<file path="config.mk">
export PLATFORM = sky130hd
export DESIGN_NAME = btc_front
export DESIGN_NICKNAME = d
export VERILOG_FILES = /design/src/hw/rtl/btc_pkg.sv /design/src/hw/rtl/btc_front.sv
export SDC_FILE = /design/constraint.sdc
export NUM_CORES = 2
export LEC_CHECK = 0
export ABC_AREA = 1
export BUFFER_PORTS_ARGS = -buffer_cell sky130_fd_sc_hd__clkbuf_2
export CAP_MARGIN = 10
export CORE_MARGIN = 2
export CORE_UTILIZATION = 55
export CTS_CLUSTER_DIAMETER = 40
export DETAILED_ROUTE_END_ITERATION = 6
export GPL_TIMING_DRIVEN = 0
export PLACE_DENSITY = 0.78
export SYNTH_ARGS = -nofsm -noshare
export SYNTH_HDL_FRONTEND = slang
export SYNTH_SLANG_ARGS = --single-unit
</file>
<file path="constraint.sdc">
create_clock -name clk -period 14 [get_ports clk]
set_input_delay 1.4 -clock clk [delete_from_list [all_inputs] [get_ports clk]]
set_output_delay 1.4 -clock clk [all_outputs]
set_load 0.05 [all_outputs]
</file>
<file path="src/hw/rtl/btc_pkg.sv">
package btc_pkg;
  localparam int COORD_W  = 12;
  localparam int PIX_W    = 10;
  localparam int DIM_W    = 11;
  localparam int MAX_DIM  = 1024;
  localparam int FRAC_W   = 16;
  localparam int WGT_W    = FRAC_W + 3;
  localparam int DIFF_W   = COORD_W + 1;
  localparam int PROD_W   = 2 * DIFF_W;
  localparam int CROSS_W  = PROD_W + 1;
  localparam int AREA_W   = CROSS_W + 3;
  localparam int MAG_W    = AREA_W - 1;
  localparam int Q_W      = FRAC_W + 2;
  localparam int DIV_W    = MAG_W + FRAC_W + 2;
  localparam int DIV_STEPS = Q_W;

  // Register indexes on the configuration port.
  localparam logic [1:0] REG_WIDTH  = 2'd0;
  localparam logic [1:0] REG_HEIGHT = 2'd1;

  // Flags that ride along with one request through the divider.
  typedef struct packed {
    logic       covered;
    logic       degen;
    logic [2:0] neg;
    logic [2:0] sat;
  } ctl_t;

  // Divider state for the three weights (a, b, c).
  typedef struct packed {
    logic [2:0][DIV_W-1:0] rem;
    logic [2:0][MAG_W-1:0] den;
    logic [2:0][Q_W-1:0]   quo;
  } div_t;
endpackage

</file>
<file path="src/hw/rtl/btc_front.sv">
module btc_front (
  input  logic                                clk,
  input  logic                                rst,
  input  logic                                en,
  input  logic                                in_valid,
  input  logic signed [btc_pkg::COORD_W-1:0] vertex_a_x,
  input  logic signed [btc_pkg::COORD_W-1:0] vertex_a_y,
  input  logic signed [btc_pkg::COORD_W-1:0] vertex_b_x,
  input  logic signed [btc_pkg::COORD_W-1:0] vertex_b_y,
  input  logic signed [btc_pkg::COORD_W-1:0] vertex_c_x,
  input  logic signed [btc_pkg::COORD_W-1:0] vertex_c_y,
  input  logic        [btc_pkg::PIX_W-1:0]   pixel_x,
  input  logic        [btc_pkg::PIX_W-1:0]   pixel_y,
  input  logic        [btc_pkg::PIX_W-1:0]   wlim,
  input  logic        [btc_pkg::PIX_W-1:0]   hlim,
  output logic                                v_out,
  output btc_pkg::ctl_t                       ctl_out,
  output btc_pkg::div_t                       div_out
);
  import btc_pkg::*;

  function automatic logic [PIX_W-1:0] clamp_pix(logic signed [COORD_W-1:0] m,
                                                 logic [PIX_W-1:0] lim);
    logic [PIX_W-1:0] r;
    if (m < 0) r = '0;
    else if (m > $signed({2'b00, lim})) r = lim;
    else r = m[PIX_W-1:0];
    return r;
  endfunction

  function automatic logic signed [COORD_W-1:0] min3(logic signed [COORD_W-1:0] a,
                                                     logic signed [COORD_W-1:0] b,
                                                     logic signed [COORD_W-1:0] c);
    logic signed [COORD_W-1:0] m;
    m = (a < b) ? a : b;
    return (m < c) ? m : c;
  endfunction

  function automatic logic signed [COORD_W-1:0] max3(logic signed [COORD_W-1:0] a,
                                                     logic signed [COORD_W-1:0] b,
                                                     logic signed [COORD_W-1:0] c);
    logic signed [COORD_W-1:0] m;
    m = (a > b) ? a : b;
    return (m > c) ? m : c;
  endfunction

  function automatic logic [MAG_W-1:0] mag(logic signed [AREA_W-1:0] v);
    logic [AREA_W-1:0] a;
    a = v[AREA_W-1] ? (~v + 1'b1) : v;
    return a[MAG_W-1:0];
  endfunction

  logic [4:0] v;

  // Stage 1: edge vectors and clamped bounding box.
  logic signed [DIFF_W-1:0] dxba, dyba, dxca, dyca, dxap, dyap;
  logic [PIX_W-1:0] lox, hix, loy, hiy, px1, py1;
  always_ff @(posedge clk) begin
    if (en) begin
      dxba <= {vertex_b_x[COORD_W-1], vertex_b_x} - {vertex_a_x[COORD_W-1], vertex_a_x};
      dyba <= {vertex_b_y[COORD_W-1], vertex_b_y} - {vertex_a_y[COORD_W-1], vertex_a_y};
      dxca <= {vertex_c_x[COORD_W-1], vertex_c_x} - {vertex_a_x[COORD_W-1], vertex_a_x};
      dyca <= {vertex_c_y[COORD_W-1], vertex_c_y} - {vertex_a_y[COORD_W-1], vertex_a_y};
      dxap <= {vertex_a_x[COORD_W-1], vertex_a_x} - {{(DIFF_W-PIX_W){1'b0}}, pixel_x};
      dyap <= {vertex_a_y[COORD_W-1], vertex_a_y} - {{(DIFF_W-PIX_W){1'b0}}, pixel_y};
      lox  <= clamp_pix(min3(vertex_a_x, vertex_b_x, vertex_c_x), wlim);
      hix  <= clamp_pix(max3(vertex_a_x, vertex_b_x, vertex_c_x), wlim);
      loy  <= clamp_pix(min3(vertex_a_y, vertex_b_y, vertex_c_y), hlim);
      hiy  <= clamp_pix(max3(vertex_a_y, vertex_b_y, vertex_c_y), hlim);
      px1  <= pixel_x;
      py1  <= pixel_y;
    end
  end

  // Stage 2: the six partial products and the box test.
  logic signed [PROD_W-1:0] p1, p2, p3, p4, p5, p6;
  logic inbox2;
  always_ff @(posedge clk) begin
    if (en) begin
      p1 <= dxba * dyap;
      p2 <= dxap * dyba;
      p3 <= dxap * dyca;
      p4 <= dxca * dyap;
      p5 <= dxca * dyba;
      p6 <= dxba * dyca;
      inbox2 <= (px1 >= lox) && (px1 <= hix) && (py1 >= loy) && (py1 <= hiy);
    end
  end

  // Stage 3: cross product terms.
  logic signed [CROSS_W-1:0] ux3, uy3, uz3;
  logic inbox3;
  always_ff @(posedge clk) begin
    if (en) begin
      ux3 <= {p1[PROD_W-1], p1} - {p2[PROD_W-1], p2};
      uy3 <= {p3[PROD_W-1], p3} - {p4[PROD_W-1], p4};
      uz3 <= {p5[PROD_W-1], p5} - {p6[PROD_W-1], p6};
      inbox3 <= inbox2;
    end
  end

  // Stage 4: weight of the first vertex, sign test and degenerate flag.
  logic signed [AREA_W-1:0] ux_e, uy_e, uz_e, ua_c;
  logic signed [AREA_W-1:0] ux4, uy4, uz4, ua4;
  logic covered4, degen4;
  logic inside_c;
  always_comb begin
    ux_e = {{(AREA_W-CROSS_W){ux3[CROSS_W-1]}}, ux3};
    uy_e = {{(AREA_W-CROSS_W){uy3[CROSS_W-1]}}, uy3};
    uz_e = {{(AREA_W-CROSS_W){uz3[CROSS_W-1]}}, uz3};
    ua_c = uz_e - ux_e - uy_e;
    if (uz_e > 0) inside_c = (ua_c >= 0) && (uy_e >= 0) && (ux_e >= 0);
    else inside_c = (ua_c <= 0) && (uy_e <= 0) && (ux_e <= 0);
  end
  always_ff @(posedge clk) begin
    if (en) begin
      ux4 <= ux_e;
      uy4 <= uy_e;
      uz4 <= uz_e;
      ua4 <= ua_c;
      degen4 <= (uz_e == 0);
      covered4 <= inbox3 && inside_c && (uz_e != 0);
    end
  end

  // Stage 5: magnitudes, saturation, rounded dividend.
  logic [2:0][MAG_W-1:0] mn;
  logic [MAG_W-1:0] md;
  always_comb begin
    mn[0] = mag(ua4);
    mn[1] = mag(uy4);
    mn[2] = mag(ux4);
    md    = mag(uz4);
  end
  always_ff @(posedge clk) begin
    if (en) begin
      ctl_out.covered <= covered4;
      ctl_out.degen   <= degen4;
      ctl_out.neg     <= {ux4[AREA_W-1] ^ uz4[AREA_W-1], uy4[AREA_W-1] ^ uz4[AREA_W-1],
                          ua4[AREA_W-1] ^ uz4[AREA_W-1]};
      for (int k = 0; k < 3; k++) begin
        ctl_out.sat[k]  <= {1'b0, mn[k]} >= {md, 1'b0};
        div_out.rem[k]  <= ({{(DIV_W-MAG_W){1'b0}}, mn[k]} << FRAC_W)
                           + {{(DIV_W-MAG_W+1){1'b0}}, md[MAG_W-1:1]};
        div_out.den[k]  <= md;
        div_out.quo[k]  <= '0;
      end
    end
  end

  // Valid bits for the five stages.
  always_ff @(posedge clk) begin
    if (rst) v <= '0;
    else if (en) v <= {v[3:0], in_valid};
  end
  assign v_out = v[4];
endmodule

</file>
==> out/qor.yml <==
timing:
  max_slew_margin: 0.101
  setup_viol: 0
  rsz0062_at_grt: "false"
  final.setup.worst_slack_ns: 5.26
  timing_hold_violations_final: 0
  fin_crit_ns: 8.74
  report.final.slew_viol_count: 0
  tightest_slew_ns: 1.35
  fmax_mhz: 114
  min_period_over_period: 0.624
  clock_skew_ns: 0.0602
clock_network:
  cts_hold_buf: 0
  cts_buffer_depth: 3
  cts_tree: "done"
  cts.sinks: 621
  root_buffer: "clkbuf_16"
  clk_latency_ns: 0.73
  numCtsBuffers: 102
  clk_pin_slew_ns: 0.06
  post_cts_buffers: 0
  cts_max_level: 3
  cts_resized: 0
worst_setup_path:
  worstPathRequired_ns: 14.44
  path_class: "reg2reg"
  cp.arrival_ns: 9.18
  start_kind: "flip-flop"
  crit_slowest_cell: "clkbuf_1"
  slowest_delay_ns: 0.87
  cp_max_fo: 10
  cp-end-kind: "flip-flop"
  path_common_cell: "fa_1"
die:
  die_w_um: 381
  start_util: 0.552
  core_area_um2: 141000
  die_y_um: 381
  die_area_um2: 145000
  ios: 407
  rows: 138
synthesis:
  yosysMostFrequentCell: "inv_1"
  synth-async-reset-ratio: 0
  synth_cells: 8656
  synth-seq-cells: 621
  synthTopCellsByCount: "inv_1 (2034), nand2_1 (1703), fa_1 (1011)"
  synth_edf_count: 616
  ys_warn_count: 0
  synth_sequential_area_ratio: 0.238
  synth.distinct_cells: 65
  ys_top_cells_by_area: "fa_1 (26%), edfxtp_1 (24%), ha_1 (13%)"
  yosys_most_used_dff: "edfxtp_1"
  synth_top_area_cell: "fa_1"
  synth_top_area_frac: 0.259
  synth_area_um2: 78000
  syn_avg_cell_area_um2: 9.02
routing:
  drc: 0
  drt_wl_total_um: 240000
  num_vias: 60300
  via_per_inst: 5.39
  wl_per_cell_um: 21.4
  drt-initial-drc-count: 5247
  dr.pass1.iters: 7
  ant_nets: 0
placement:
  numPortBuffers: 349
  dp_hpwl_um: 200000
  dp_slack_ns: 5.68
  globalplace.congestion: 1.02
flow_run:
  maxCapViolations: 0
global_route:
  grt_usage: 0.334
  first_global_vias: 61500
  grt_max_degree: 125
  gr-total-overflow: 0
  grt_pass1_wl_um: 361000
  grt_antenna_before_repair: 12
final_layout:
  multi_input_area_um2: 49800
  synthToLayoutAreaGrowth_pct: 10.4
  regArea_um2: 18600
  fill_cells: 12000
  fin_nets: 11200
  layout-drive-gt1-share: 0.0839
status:
  status: "complete, no violations"
hold_path:
  hp-class: "reg2reg"
[critical path: cells and delay by family, from the launching register on]
kind / cells / cell delay [ns]
xor gates and xnor gates: 1 / 0.49
and+or+nand+nor: 7 / 0.67
adders and majority gates: 7 / 3.37
DFF: 1 / 0.32
AOI/OAI and AO/OA: 7 / 1.77
buffers and inverters: 5 / 1.78
[sequential cells by signal (all words and copies together) (netlist names), 26 cells and up]
| register | flops |
|---|---|
| div_out | 119 |
| p1 | 26 |
| p2 | 26 |
| p3 | 26 |
| p4 | 26 |
| p5 | 26 |
| p6 | 26 |
| ua4 | 29 |
| ux3 | 27 |
| ux4 | 27 |
| uy3 | 27 |
| uy4 | 27 |
| uz3 | 27 |
| uz4 | 27 |
[cell families after synthesis]
group | synth area share
flops | 0.238
simple gates | 0.120
fa+ha+maj | 0.392
buf+inv | 0.127
other cells | 0.0000962
compound gates | 0.0659
xor+xnor | 0.0573
[routing by layer]
layer,vias to the layer above,GRT usage,part of all wire
li1,27600,-,-
met1,29100,0.400,0.37
met2,2872,0.544,0.46
met3,679,0.0666,0.085
met4,6,0.228,0.081
met5,-,0,0.00015
[cells in the final DEF (no fill, tap or decap), types with 10 or more instances in the layout]
| cell | count |
|---|---|
| a211oi_1 | 13 |
| a21boi_0 | 20 |
| a21o_1 | 18 |
| a21oi_1 | 438 |
| a31oi_1 | 16 |
| buf_4 | 165 |
| clkbuf_1 | 253 |
| clkbuf_16 | 103 |
| clkbuf_2 | 349 |
| clkinv_1 | 14 |
| clkinv_2 | 10 |
| clkinv_4 | 11 |
| conb_1 | 79 |
| edfxtp_1 | 616 |
| fa_1 | 1011 |
| ha_1 | 828 |
| inv_1 | 2034 |
| inv_6 | 16 |
| inv_8 | 15 |
| nand2_1 | 1703 |
| nand2_2 | 10 |
| nand3_1 | 122 |
| nand4_1 | 53 |
| nor2_1 | 277 |
| nor3_1 | 41 |
| nor4_1 | 32 |
| o211ai_1 | 10 |
| o21ai_0 | 267 |
| o21ai_1 | 32 |
| o21ai_2 | 12 |
| o21bai_1 | 36 |
| or2_2 | 15 |
| xnor2_1 | 173 |
| xor2_1 | 327 |
[cell type report]
| class | instances | share of cell area |
|---|---|---|
| Antenna cell | 6 | 0.000174 |
| Sequential cell | 621 | 0.216 |
| Clock buffer | 107 | 0.0301 |
| Clock inverter | 84 | 0.0104 |
| Tap cell | 1890 | 0.0274 |
| Multi-Input combinational cell | 5651 | 0.579 |
| Timing Repair Buffer | 359 | 0.0228 |
| Inverter | 2038 | 0.0888 |
| Buffer | 423 | 0.0259 |
[through the flow]
stage	std cells	hold slack [ns]	cell area [µm²]	util	TNS (ns)
4_1_cts	11200	0.433	86100	0.610	0
6_report	11200	0.425	86200	0.610	0
5_1_grt	11200	0.447	86100	0.610	0
3_5_place_dp	11000	0.412	82600	0.585	0
3_3_place_gp	11000	0.410	82400	0.584	-0.792
2_1_floorplan	8733	0.400	78300	-	0
[path summary, 6_finish.rpt]
path | slack [ns] | to | depth (start not counted) | startpoint
worst min-delay path | 0.43 | ctl_out[7] | 0 | covered4
worst max register to register | 5.26 | p5[25] | 27 | dyba[3]
worst max-delay path | 5.26 | p5[25] | 27 | dyba[3]
worst min register to register | 0.43 | ctl_out[7] | 0 | covered4
Power is left out: the tool's default activity adds up to more than one toggle a clock period on the data nets, which glitch-free logic cannot reach.
