--- src/hw/rtl/btc_pkg.sv ---
package btc_pkg;
  localparam int COORD_W  = 12;
  localparam int PIX_W    = 10;
  localparam int DIM_W    = 11;
  localparam int MAX_DIM  = 1024;
  localparam int FRAC_W   = 16;
  localparam int WGT_W    = FRAC_W + 3;
  localparam int DIFF_W   = COORD_W + 1;
  localparam int PROD_W   = 2 * DIFF_W;
  localparam int CROSS_W  = PROD_W + 1;
  localparam int AREA_W   = CROSS_W + 3;
  localparam int MAG_W    = AREA_W - 1;
  localparam int Q_W      = FRAC_W + 2;
  localparam int DIV_W    = MAG_W + FRAC_W + 2;
  localparam int DIV_STEPS = Q_W;

  // Register indexes on the configuration port.
  localparam logic [1:0] REG_WIDTH  = 2'd0;
  localparam logic [1:0] REG_HEIGHT = 2'd1;

  // Flags that ride along with one request through the divider.
  typedef struct packed {
    logic       covered;
    logic       degen;
    logic [2:0] neg;
    logic [2:0] sat;
  } ctl_t;

  // Divider state for the three weights (a, b, c).
  typedef struct packed {
    logic [2:0][DIV_W-1:0] rem;
    logic [2:0][MAG_W-1:0] den;
    logic [2:0][Q_W-1:0]   quo;
  } div_t;
endpackage

--- src/hw/rtl/btc_div_step.sv ---
module btc_div_step (
  input  logic          clk,
  input  logic          rst,
  input  logic          en,
  input  logic          v_in,
  input  btc_pkg::ctl_t ctl_in,
  input  btc_pkg::div_t div_in,
  output logic          v_out,
  output btc_pkg::ctl_t ctl_out,
  output btc_pkg::div_t div_out
);
  import btc_pkg::*;

  // One restoring step per weight: compare against the divisor at the top
  // quotient position, subtract if it fits, then shift the remainder up.
  logic [2:0][DIV_W-1:0] dsh, rnew;
  logic [2:0] bitq;
  always_comb begin
    for (int k = 0; k < 3; k++) begin
      dsh[k]  = {{(DIV_W-MAG_W){1'b0}}, div_in.den[k]} << (Q_W - 1);
      bitq[k] = div_in.rem[k] >= dsh[k];
      rnew[k] = bitq[k] ? (div_in.rem[k] - dsh[k]) : div_in.rem[k];
    end
  end

  always_ff @(posedge clk) begin
    if (en) begin
      ctl_out <= ctl_in;
      for (int k = 0; k < 3; k++) begin
        div_out.rem[k] <= {rnew[k][DIV_W-2:0], 1'b0};
        div_out.den[k] <= div_in.den[k];
        div_out.quo[k] <= {div_in.quo[k][Q_W-2:0], bitq[k]};
      end
    end
  end

  always_ff @(posedge clk) begin
    if (rst) v_out <= 1'b0;
    else if (en) v_out <= v_in;
  end
endmodule

--- config.mk ---
export PLATFORM = sky130hd
export DESIGN_NAME = btc_div_step
export DESIGN_NICKNAME = d
export VERILOG_FILES = /design/src/hw/rtl/btc_pkg.sv /design/src/hw/rtl/btc_div_step.sv
export SDC_FILE = /design/constraint.sdc
export NUM_CORES = 1
export LEC_CHECK = 0
export BUFFER_PORTS_ARGS = -buffer_cell sky130_fd_sc_hd__buf_2
export CELL_PAD_IN_SITES_DETAIL_PLACEMENT = 0
export CELL_PAD_IN_SITES_GLOBAL_PLACEMENT = 1
export CORE_AREA = 2 2 226 228
export DETAILED_ROUTE_END_ITERATION = 10
export DIE_AREA = 0 0 228 230
export PLACE_DENSITY = 0.7
export SLEW_MARGIN = 25
export SYNTH_ARGS = -nofsm -noshare
export SYNTH_HDL_FRONTEND = slang
export SYNTH_SLANG_ARGS = --single-unit
--- constraint.sdc ---
create_clock -name clk -period 3.3 [get_ports clk]
set_input_delay 0.66 -clock clk [delete_from_list [all_inputs] [get_ports clk]]
set_output_delay 0.66 -clock clk [all_outputs]
set_load 0.1 [all_outputs]
==> results of run 1 <==
==> area by class of cell <==
class	count	area [sq um]	share of cell area
flip-flops and latches	288	8640	0.407
multi-input cells	785	5710	0.269
repair buffers	772	4450	0.210
clock buffers	47	993	0.0468
well taps	672	841	0.0396
inverters	114	440	0.0208
clock inverters	16	143	0.00672
diodes	5	12.5	0.000590
==> layer usage <==
metal,share of wire,vias up
met4,0.021,2
met2,0.48,407
met3,0.062,60
li1,-,6154
met1,0.43,6001
met5,0.00014,-
==> metrics by stage <==
step | area [sq um] | instances | utilization | setup TNS [ns]
after floorplan | 15000 | 1221 | - | -2.84
final | 21200 | 2699 | 0.426 | 0
after global placement | 20100 | 2631 | 0.402 | -19.17
after detailed placement | 20100 | 2631 | 0.402 | -22.51
after CTS | 21200 | 2694 | 0.425 | 0
after global routing | 21200 | 2698 | 0.426 | 0
==> path summary, 6_finish.rpt <==
| kind | startpoint | to | slack, ns |
|---|---|---|---|
| setup reg to reg | v_out | v_out | 2.72 |
| hold / removal | rst | v_out | 0.29 |
| hold reg to reg | v_out | v_out | 0.50 |
| setup / recovery | div_in[158] | div_out[168] | 0.13 |
==> registers in the layout, indices dropped and copies added (netlist names) <==
name,cells
ctl_out,8
v_out,1
div_out,279
==> cells by family after synthesis <==
logic type / count (synthesis)
buffers and inverters: 148
adder cells (fa/ha/maj): 90
flip-flops: 288
multiplexers: 38
other: 1
XOR/XNOR: 66
AND/OR/NAND/NOR: 267
AO/OA/AOI/OAI: 321
==> Yosys cell counts, types with 4 or more instances <==
| cell | instances |
|---|---|
| a211o_1 | 5 |
| a211oi_1 | 12 |
| a21o_1 | 48 |
| a21oi_1 | 96 |
| a221o_1 | 4 |
| a31oi_1 | 11 |
| and2_1 | 5 |
| and3_1 | 13 |
| and4_1 | 5 |
| buf_2 | 12 |
| buf_4 | 4 |
| clkbuf_1 | 14 |
| edfxtp_1 | 287 |
| ha_1 | 87 |
| inv_1 | 112 |
| mux2_2 | 9 |
| mux2_4 | 25 |
| nand2_1 | 64 |
| nand2b_1 | 6 |
| nand3_1 | 25 |
| nand4_1 | 14 |
| nor2_1 | 83 |
| nor2b_1 | 6 |
| nor3_1 | 14 |
| nor4_1 | 13 |
| o211ai_1 | 13 |
| o21a_1 | 10 |
| o21ai_0 | 53 |
| o21bai_1 | 12 |
| o31ai_1 | 16 |
| or2_2 | 4 |
| xnor2_1 | 29 |
| xor2_1 | 37 |
==> power breakdown <==
part,total [mW],internal [mW],switching [mW]
logic,5.05,1.18,3.87
clock network,3.82,2.28,1.54
registers,4.60,4.49,0.109
total,13.5,7.94,5.52
==> worst max-delay path: cells and delay by family <==
kind | cells | cell delay [ns]
multiplexers | 1 | 0.31
AO/OA/AOI/OAI | 7 | 1.54
adder cells (fa/ha/maj) | 2 | 0.49
buffers and inverters | 4 | 0.44
==> impl_metrics.ini, run 1 <==
[sta]
post-route-period-util = 0.961
rsz0062_at_grt = false
holdWs_ns = 0.289
worst_pin_slew_ns = 0.656
timing.fmax_mhz = 315
maxSlewViolCount = 0
skew_ns = 0
setup_viol = 0
setup_ws_ns = 0.127
relSlewSlack = 0.563
timing.final.hold_violations = 0
min_period_ns = 3.17

[routing]
drcViolationCount = 0
totalWireLength_mm = 50.0
vias = 12624
routedWlPerCell_um = 18.5
drtIter0Drc = 630
via_per_inst = 4.68
drt_pass1_iterations = 6
ant_nets = 0

[grt]
grt_use_met1 = 0.233
grt_first_pass_wirelength_mm = 74.9
overflow = 0
antenna_found_initial = 6
top_usage_layer = met2
grt_use_total = 0.184
grt_pass1_vias = 12819
grtUsageMet2 = 0.311
grtUsageMet3 = 0.0440
grt_max_degree = 71

[power]
power_mw = 13.5
vdd_drop_max_uv = 529
powerDensity_nw_per_um2 = 634
power_leakage_nw = 9.72

[synthesis]
synth_top_family_by_area = compound AO/OA/AOI/OAI gates
async_flop_share = 0
ys_dominant_reg_cell = edfxtp_1
synth_compound_area_frac = 0.140
synth_xor_xnor_area_share = 0.0388
ys_ff_latch = 288
yosysWarnings = 0
seq_area_frac_synth = 0.580
synthAdderAreaFrac = 0.0771
synth_edf_count = 287
yosys.area.top_type = edfxtp_1
ys_top_cells_by_area = edfxtp_1 (58%), ha_1 (7.3%), a21oi_1 (3.2%), inv_1 (2.8%), mux2_4 (2.5%)
synth_area_sq_um = 14900
synthCells = 1219
synthMuxAreaShare = 0.0348
synth_cell_types = 75
synth-simple-area-share = 0.0876
synth_top_area_frac = 0.579
synth.avg_cell_area_sq_um = 12.2

[status]
status = completed

[worst_setup_path]
setup.worst_path.start_class = input port
slowest_stage = fa_2
required_ns = 3.58
max_stage_delay_ns = 0.36
path_cells = buf_2 -> inv_12 -> ha_4 -> inv_2 -> fa_2 -> a211oi_2 -> o21bai_1 -> a211o_1 -> o221ai_4 -> o31ai_2 -> a32oi_2 -> o21a_2 -> buf_12 -> mux2_4
path_max_fanout = 15
crit_type = in2reg
critical_path_arrival_ns = 3.45
end_kind = flip-flop
reg2reg_depth = 2

[cells_and_area]
drive_gt1_frac = 0.437
final_nets = 2380
final_common_cell = buf_2
layout_common_cells = buf_2 (577), edfxtp_1 (287), buf_4 (187)
fill_cells = 4874
area_growth_pct = 42.5

[clocking]
clockBufferDepth = 3
root_buffer = clkbuf_16
cts_setup_buffers = 0
cts_hold_buf = 0
clk_pin_slew_ns = 0.06
insertion_delay_ns = 0.52
cts_inserted_buffers = 35
cts_tree = built
h-tree-depth = 2
ctsResizeCount = 0
cts.sinks = 288

[placement]
dp_worst_setup_slack_ns = -0.524
dpl.hpwl_mm = 40.5
portBuffers = 578
place.gp.congestion = 0.909

[floorplanning]
start_util = 0.299
ioPinCount = 585
die_w_um = 228
num_rows = 82
fp.dieH_um = 230
fp.dieArea_sq_um = 52400
core_sq_um = 49900

[min_path]
holdPathStages = 2
hold_class = in2reg

[job]
drv_cap = 0
(Power assumes the default switching activity.)
==> run 2: changes to the inputs <==
--- a/config.mk
+++ b/config.mk
@@ -11,7 +11,8 @@
 export CORE_AREA = 2 2 226 228
 export DETAILED_ROUTE_END_ITERATION = 10
 export DIE_AREA = 0 0 228 230
-export PLACE_DENSITY = 0.7
+export GPL_TIMING_DRIVEN = 0
+export PLACE_DENSITY = 0.81
 export SLEW_MARGIN = 25
 export SYNTH_ARGS = -nofsm -noshare
 export SYNTH_HDL_FRONTEND = slang
==> impl_metrics.ini, run 2 (synthesized netlist as in run 1, its figures left out) <==
[routing]
via_per_inst = 4.84
ant_nets = 0
totalWireLength_mm = 50.7
drt_pass1_iterations = 5
drtIter0Drc = 767
vias = 12314
drcViolationCount = 0
routedWlPerCell_um = 19.9

[sta]
timing.final.hold_violations = 0
maxSlewViolCount = 0
setup_ws_ns = 0.0644
worst_pin_slew_ns = 0.949
rsz0062_at_grt = true
relSlewSlack = 0.361
setup_viol = 0
final.setup.tns_ns = 0
min_period_ns = 3.24
post-route-period-util = 0.980
skew_ns = 0
timing.fmax_mhz = 309

[worst_setup_path]
end_kind = flip-flop
crit_end = div_out[281]
r2r_start = v_out
critical_path_arrival_ns = 3.52
crit_type = in2reg
path_max_fanout = 3
setup.worst_path.start_class = input port
crit_start = div_in[252]
path_common_cell = inv_1
r2r_slack_ns = 2.72
max_stage_delay_ns = 0.67
path_cells = buf_2 -> inv_1 -> ha_1 -> inv_1 -> fa_1 -> nand3_1 -> a2111oi_0 -> a211oi_2 -> o21ai_0 -> or4b_2 -> nand2_1 -> o211ai_1 -> o22a_1
r2r_end = v_out
required_ns = 3.58
reg2reg_depth = 2
slowest_stage = or4b_2

[floorplanning]
core_sq_um = 49900
num_rows = 82
ioPinCount = 585
fp.dieH_um = 230
die_w_um = 228
start_util = 0.299
fp.dieArea_sq_um = 52400

[grt]
grt_use_total = 0.185
overflow = 0
grt_first_pass_wirelength_mm = 73.8
antenna_found_initial = 5
grt_max_degree = 85
grt_pass1_vias = 12547

[clocking]
cts_tree = built
cts.sinks = 288
clockBufferDepth = 3
clk_pin_slew_ns = 0.06
root_buffer = clkbuf_16
insertion_delay_ns = 0.53
cts_inserted_buffers = 36
h-tree-depth = 2

[min_path]
hold_class = in2reg

[power]
pwr-share-seq = 0.350
power_leakage_nw = 8.95
pwr-share-comb = 0.370
power_mw = 13.1
powerDensity_nw_per_um2 = 654
power.clock.fraction = 0.280
power_switching_mw = 5.50
swShare = 0.419
vdd_drop_max_uv = 487
p_int_mw = 7.63

[cells_and_area]
final_common_cell = buf_2
final-seq-area_sq_um = 8640
fin_cells = 2545
final_nets = 2234
fin_util = 0.403
fill_cells = 4883
layout_common_cells = buf_2 (584), edfxtp_1 (287), inv_1 (110)
drive_gt1_frac = 0.393
area_growth_pct = 34.8
largest_register_ffs = 279
multi_input_area_sq_um = 5810

[placement]
place.gp.congestion = 0.895
post-place-cells = 2474
dp_worst_setup_slack_ns = -0.862
dpl.hpwl_mm = 40.1
portBuffers = 578

[job]
drv_cap = 0

[status]
status = completed
## run 2: what timing repair did
item / 4_1_cts / 5_1_grt
endpoints found under the setup margin: 80 / 74
pin swaps: 4 / 11
resized for setup: 18 / 16
hold buffers: 0 / 0
setup buffers: 3 / 8
## run 2: layout make-up
type,count,area share
clock buffers,47,0.0485
repair buffers,592,0.153
well taps,672,0.0419
inverters,114,0.0219
multi-input cells,785,0.289
flip-flops and latches,288,0.430
clock inverters,11,0.00461
diodes,3,0.000374
plain buffers,33,0.0103
## run 2: per-layer routing
layer	wire (um)	share of wire	up-vias	track usage
met1	20000	0.39	5905	0.214
met3	3860	0.076	67	0.0512
met5	21	0.00041	-	0
met4	1450	0.029	4	0.0709
met2	25400	0.50	496	0.324
li1	-	-	5842	-
## run 2: worst max-delay path, delay by kind of cell
kind	cells	cell delay (ns)
adder cells (fa/ha/maj)	2	0.56
buffers and inverters	3	0.22
AO/OA/AOI/OAI	5	1.09
AND/OR/NAND/NOR	3	0.98
## run 2: worst min path at each step
stage	startpoint	endpoint	slack [ns]	depth (start not counted)
after floorplan	rst	v_out	0.73	1
after global placement	v_out	v_out	0.48	2
after detailed placement	v_out	v_out	0.49	2
after CTS	rst	v_out	0.23	2
after global routing	rst	v_out	0.26	2
final	rst	v_out	0.28	2
## run 2: metrics by stage
stage	hold WS (ns)	instance area, sq um
2_1_floorplan	0.732	15000
3_3_place_gp	0.480	18700
3_5_place_dp	0.488	18800
4_1_cts	0.234	20000
5_1_grt	0.263	20100
6_report	0.281	20100
## run 2: power groups by stage
stage               clock (mW)  combinational, mW  sequential [mW]
floorplan                    0               1.08             7.37
global placement             0               4.75             4.69
detailed placement           0               4.79             4.67
CTS                       3.80               4.83             4.60
global route              3.92               5.06             4.63
finish                    3.68               4.86             4.59
==> run 3: changes to the inputs <==
--- a/config.mk
+++ b/config.mk
@@ -5,14 +5,14 @@
 export SDC_FILE = /design/constraint.sdc
 export NUM_CORES = 1
 export LEC_CHECK = 0
+export ABC_AREA = 1
 export BUFFER_PORTS_ARGS = -buffer_cell sky130_fd_sc_hd__buf_2
 export CELL_PAD_IN_SITES_DETAIL_PLACEMENT = 0
 export CELL_PAD_IN_SITES_GLOBAL_PLACEMENT = 1
-export CORE_AREA = 2 2 226 228
+export CORE_UTILIZATION = 34
 export DETAILED_ROUTE_END_ITERATION = 10
-export DIE_AREA = 0 0 228 230
 export GPL_TIMING_DRIVEN = 0
-export PLACE_DENSITY = 0.81
+export PLACE_DENSITY = 0.9
 export SLEW_MARGIN = 25
 export SYNTH_ARGS = -nofsm -noshare
 export SYNTH_HDL_FRONTEND = slang
==> impl_metrics.ini, run 3 <==
[clocking]
cts_inserted_buffers = 34
cts_hold_buf = 0
insertion_delay_ns = 0.54
cts.sinks = 288
clk_pin_slew_ns = 0.05
h-tree-depth = 2
ctsResizeCount = 0
cts_setup_buffers = 0
root_buffer = clkbuf_16
clockBufferDepth = 3
cts_tree = built

[placement]
placed_area_sq_um = 21700
dp_worst_setup_slack_ns = 0.331
place.gp.congestion = 0.958
portBuffers = 578
dpl.hpwl_mm = 49.0

[synthesis]
synthCells = 2136
synth_common_cells = nand2_1 (752), inv_1 (411), edfxtp_1 (287)
seq_area_frac_synth = 0.484
synth_top_area_frac = 0.483
ys_ff_latch = 288
yosys.area.top_type = edfxtp_1
synth_edf_count = 287
ys_top_cells_by_area = edfxtp_1 (48%), nand2_1 (16%), inv_1 (8.6%), ha_1 (6.1%), nand3_2 (4.6%)
yosysWarnings = 0
async_flop_share = 0
synth_area_sq_um = 17900
ys_dominant_reg_cell = edfxtp_1
synth.avg_cell_area_sq_um = 8.36
synth_cell_types = 35
yosys.cell_count.top_type = nand2_1

[worst_setup_path]
critical_path_arrival_ns = 2.72
end_kind = flip-flop
required_ns = 3.59
path_max_fanout = 4
setup.worst_path.start_class = input port
crit_type = in2reg

[grt]
grt_use_total = 0.216
antenna_found_initial = 14
grt_first_pass_wirelength_mm = 87.2
grt_pass1_vias = 15504
overflow = 0
grt_max_degree = 99

[floorplanning]
core_sq_um = 51600
start_util = 0.346
fp.dieH_um = 231
ioPinCount = 585
fp.dieArea_sq_um = 53400
die_w_um = 231
num_rows = 83

[min_path]
hold_class = in2reg

[cells_and_area]
area_growth_pct = 27.3
fill_cells = 5135
final_nets = 3139
final-seq-area_sq_um = 8640
final_common_cell = nand2_1
layout_common_cells = nand2_1 (752), buf_2 (577), inv_1 (411)
drive_gt1_frac = 0.284
multi_input_area_sq_um = 7390
post-route-cell-area_sq_um = 22700
fin_util = 0.440
largest_register_ffs = 279

[routing]
drtIter0Drc = 969
vias = 15880
routedWlPerCell_um = 17.1
drcViolationCount = 0
drt_pass1_iterations = 5
totalWireLength_mm = 59.2
via_per_inst = 4.59
ant_nets = 0

[sta]
skew_ns = 0
setup_viol = 0
worst_pin_slew_ns = 0.575
post-route-period-util = 0.738
maxSlewViolCount = 0
timing.final.hold_violations = 0
rsz0062_at_grt = false
timing.fmax_mhz = 411
min_period_ns = 2.43
relSlewSlack = 0.619
setup_ws_ns = 0.866

[status]
status = completed

[power]
powerDensity_nw_per_um2 = 579
power_leakage_nw = 12.0
vdd_drop_max_uv = 425

[job]
drv_cap = 0
-- run 3: cell types whose count changed after synthesis, sizes merged, moves of 16 or more --
cell | previous run | this run
nor2 | 83 | 157
nand2 | 64 | 769
inv | 114 | 419
nand3 | 25 | 229
a21o | 48 | 3
a21oi | 96 | 43
o21ai | 54 | 3
xnor2 | 29 | 0
mux2 | 35 | 0
o31ai | 16 | 0
-- run 3: report_power, final --
group | internal, mW | switching (mW)
registers | 4.48 | 0.0937
logic | 0.934 | 4.11
clock network | 2.02 | 1.52
total | 7.43 | 5.72
-- run 3: through the flow --
step | hold slack (ns) | power, mW | instances | TNS, ns
floorplan | 0.732 | 8.57 | 2138 | 0
global placement | 0.469 | 9.68 | 3396 | -718.73
detailed placement | 0.493 | 9.68 | 3399 | 0
CTS | 0.241 | 13.3 | 3456 | 0
global route | 0.254 | 13.7 | 3456 | 0
finish | 0.274 | 13.2 | 3460 | 0
-- run 3: logic make-up (layout without fill, tap and decap cells) --
logic type | after synthesis | count (layout) | synth area share
adders and majority gates | 90 | 90 | 0.0643
DFF | 288 | 288 | 0.484
and+or+nand+nor | 1228 | 1228 | 0.316
muxes | 1 | 1 | 0.000560
AOI/OAI and AO/OA | 49 | 49 | 0.0144
other | 1 | 7 | 0.000210
buffers and inverters | 443 | 1081 | 0.103
xor gates and xnor gates | 36 | 36 | 0.0177
-- run 3: worst paths after layout --
kind	slack, ns	endpoint	cells past startpoint	from
worst max-delay path	0.87	div_out[226]	13	div_in[205]
worst min register to register	0.50	v_out	2	v_out
worst max register to register	2.72	v_out	2	v_out
worst min-delay path	0.27	v_out	2	rst
-- run 3: critical path: stages --
cell	delay, ns
buf_2	0.10
inv_1	0.09
ha_1	0.15
inv_1	0.08
fa_1	0.48
nand3_1	0.13
nand3_1	0.16
nand3_1	0.12
nand3b_1	0.30
nand2_1	0.21
nand3b_1	0.11
nand3_2	0.08
nand2_1	0.05
-- run 3: metal layers --
layer	vias up	wire, um	global-route usage
li1	8009	-	-
met1	7144	24200	0.258
met2	586	28400	0.373
met3	125	4400	0.0528
met4	16	2120	0.0836
met5	-	101	0
-- run 3: layout make-up --
class / instances / share of cell area
timing repair buffer: 581 / 0.131
sequential: 288 / 0.380
buffer: 24 / 0.0118
multi-input combinational: 1407 / 0.325
inverter: 419 / 0.0692
antenna: 4 / 0.000440
clock buffer: 42 / 0.0415
clock inverter: 15 / 0.00341
tap: 680 / 0.0374
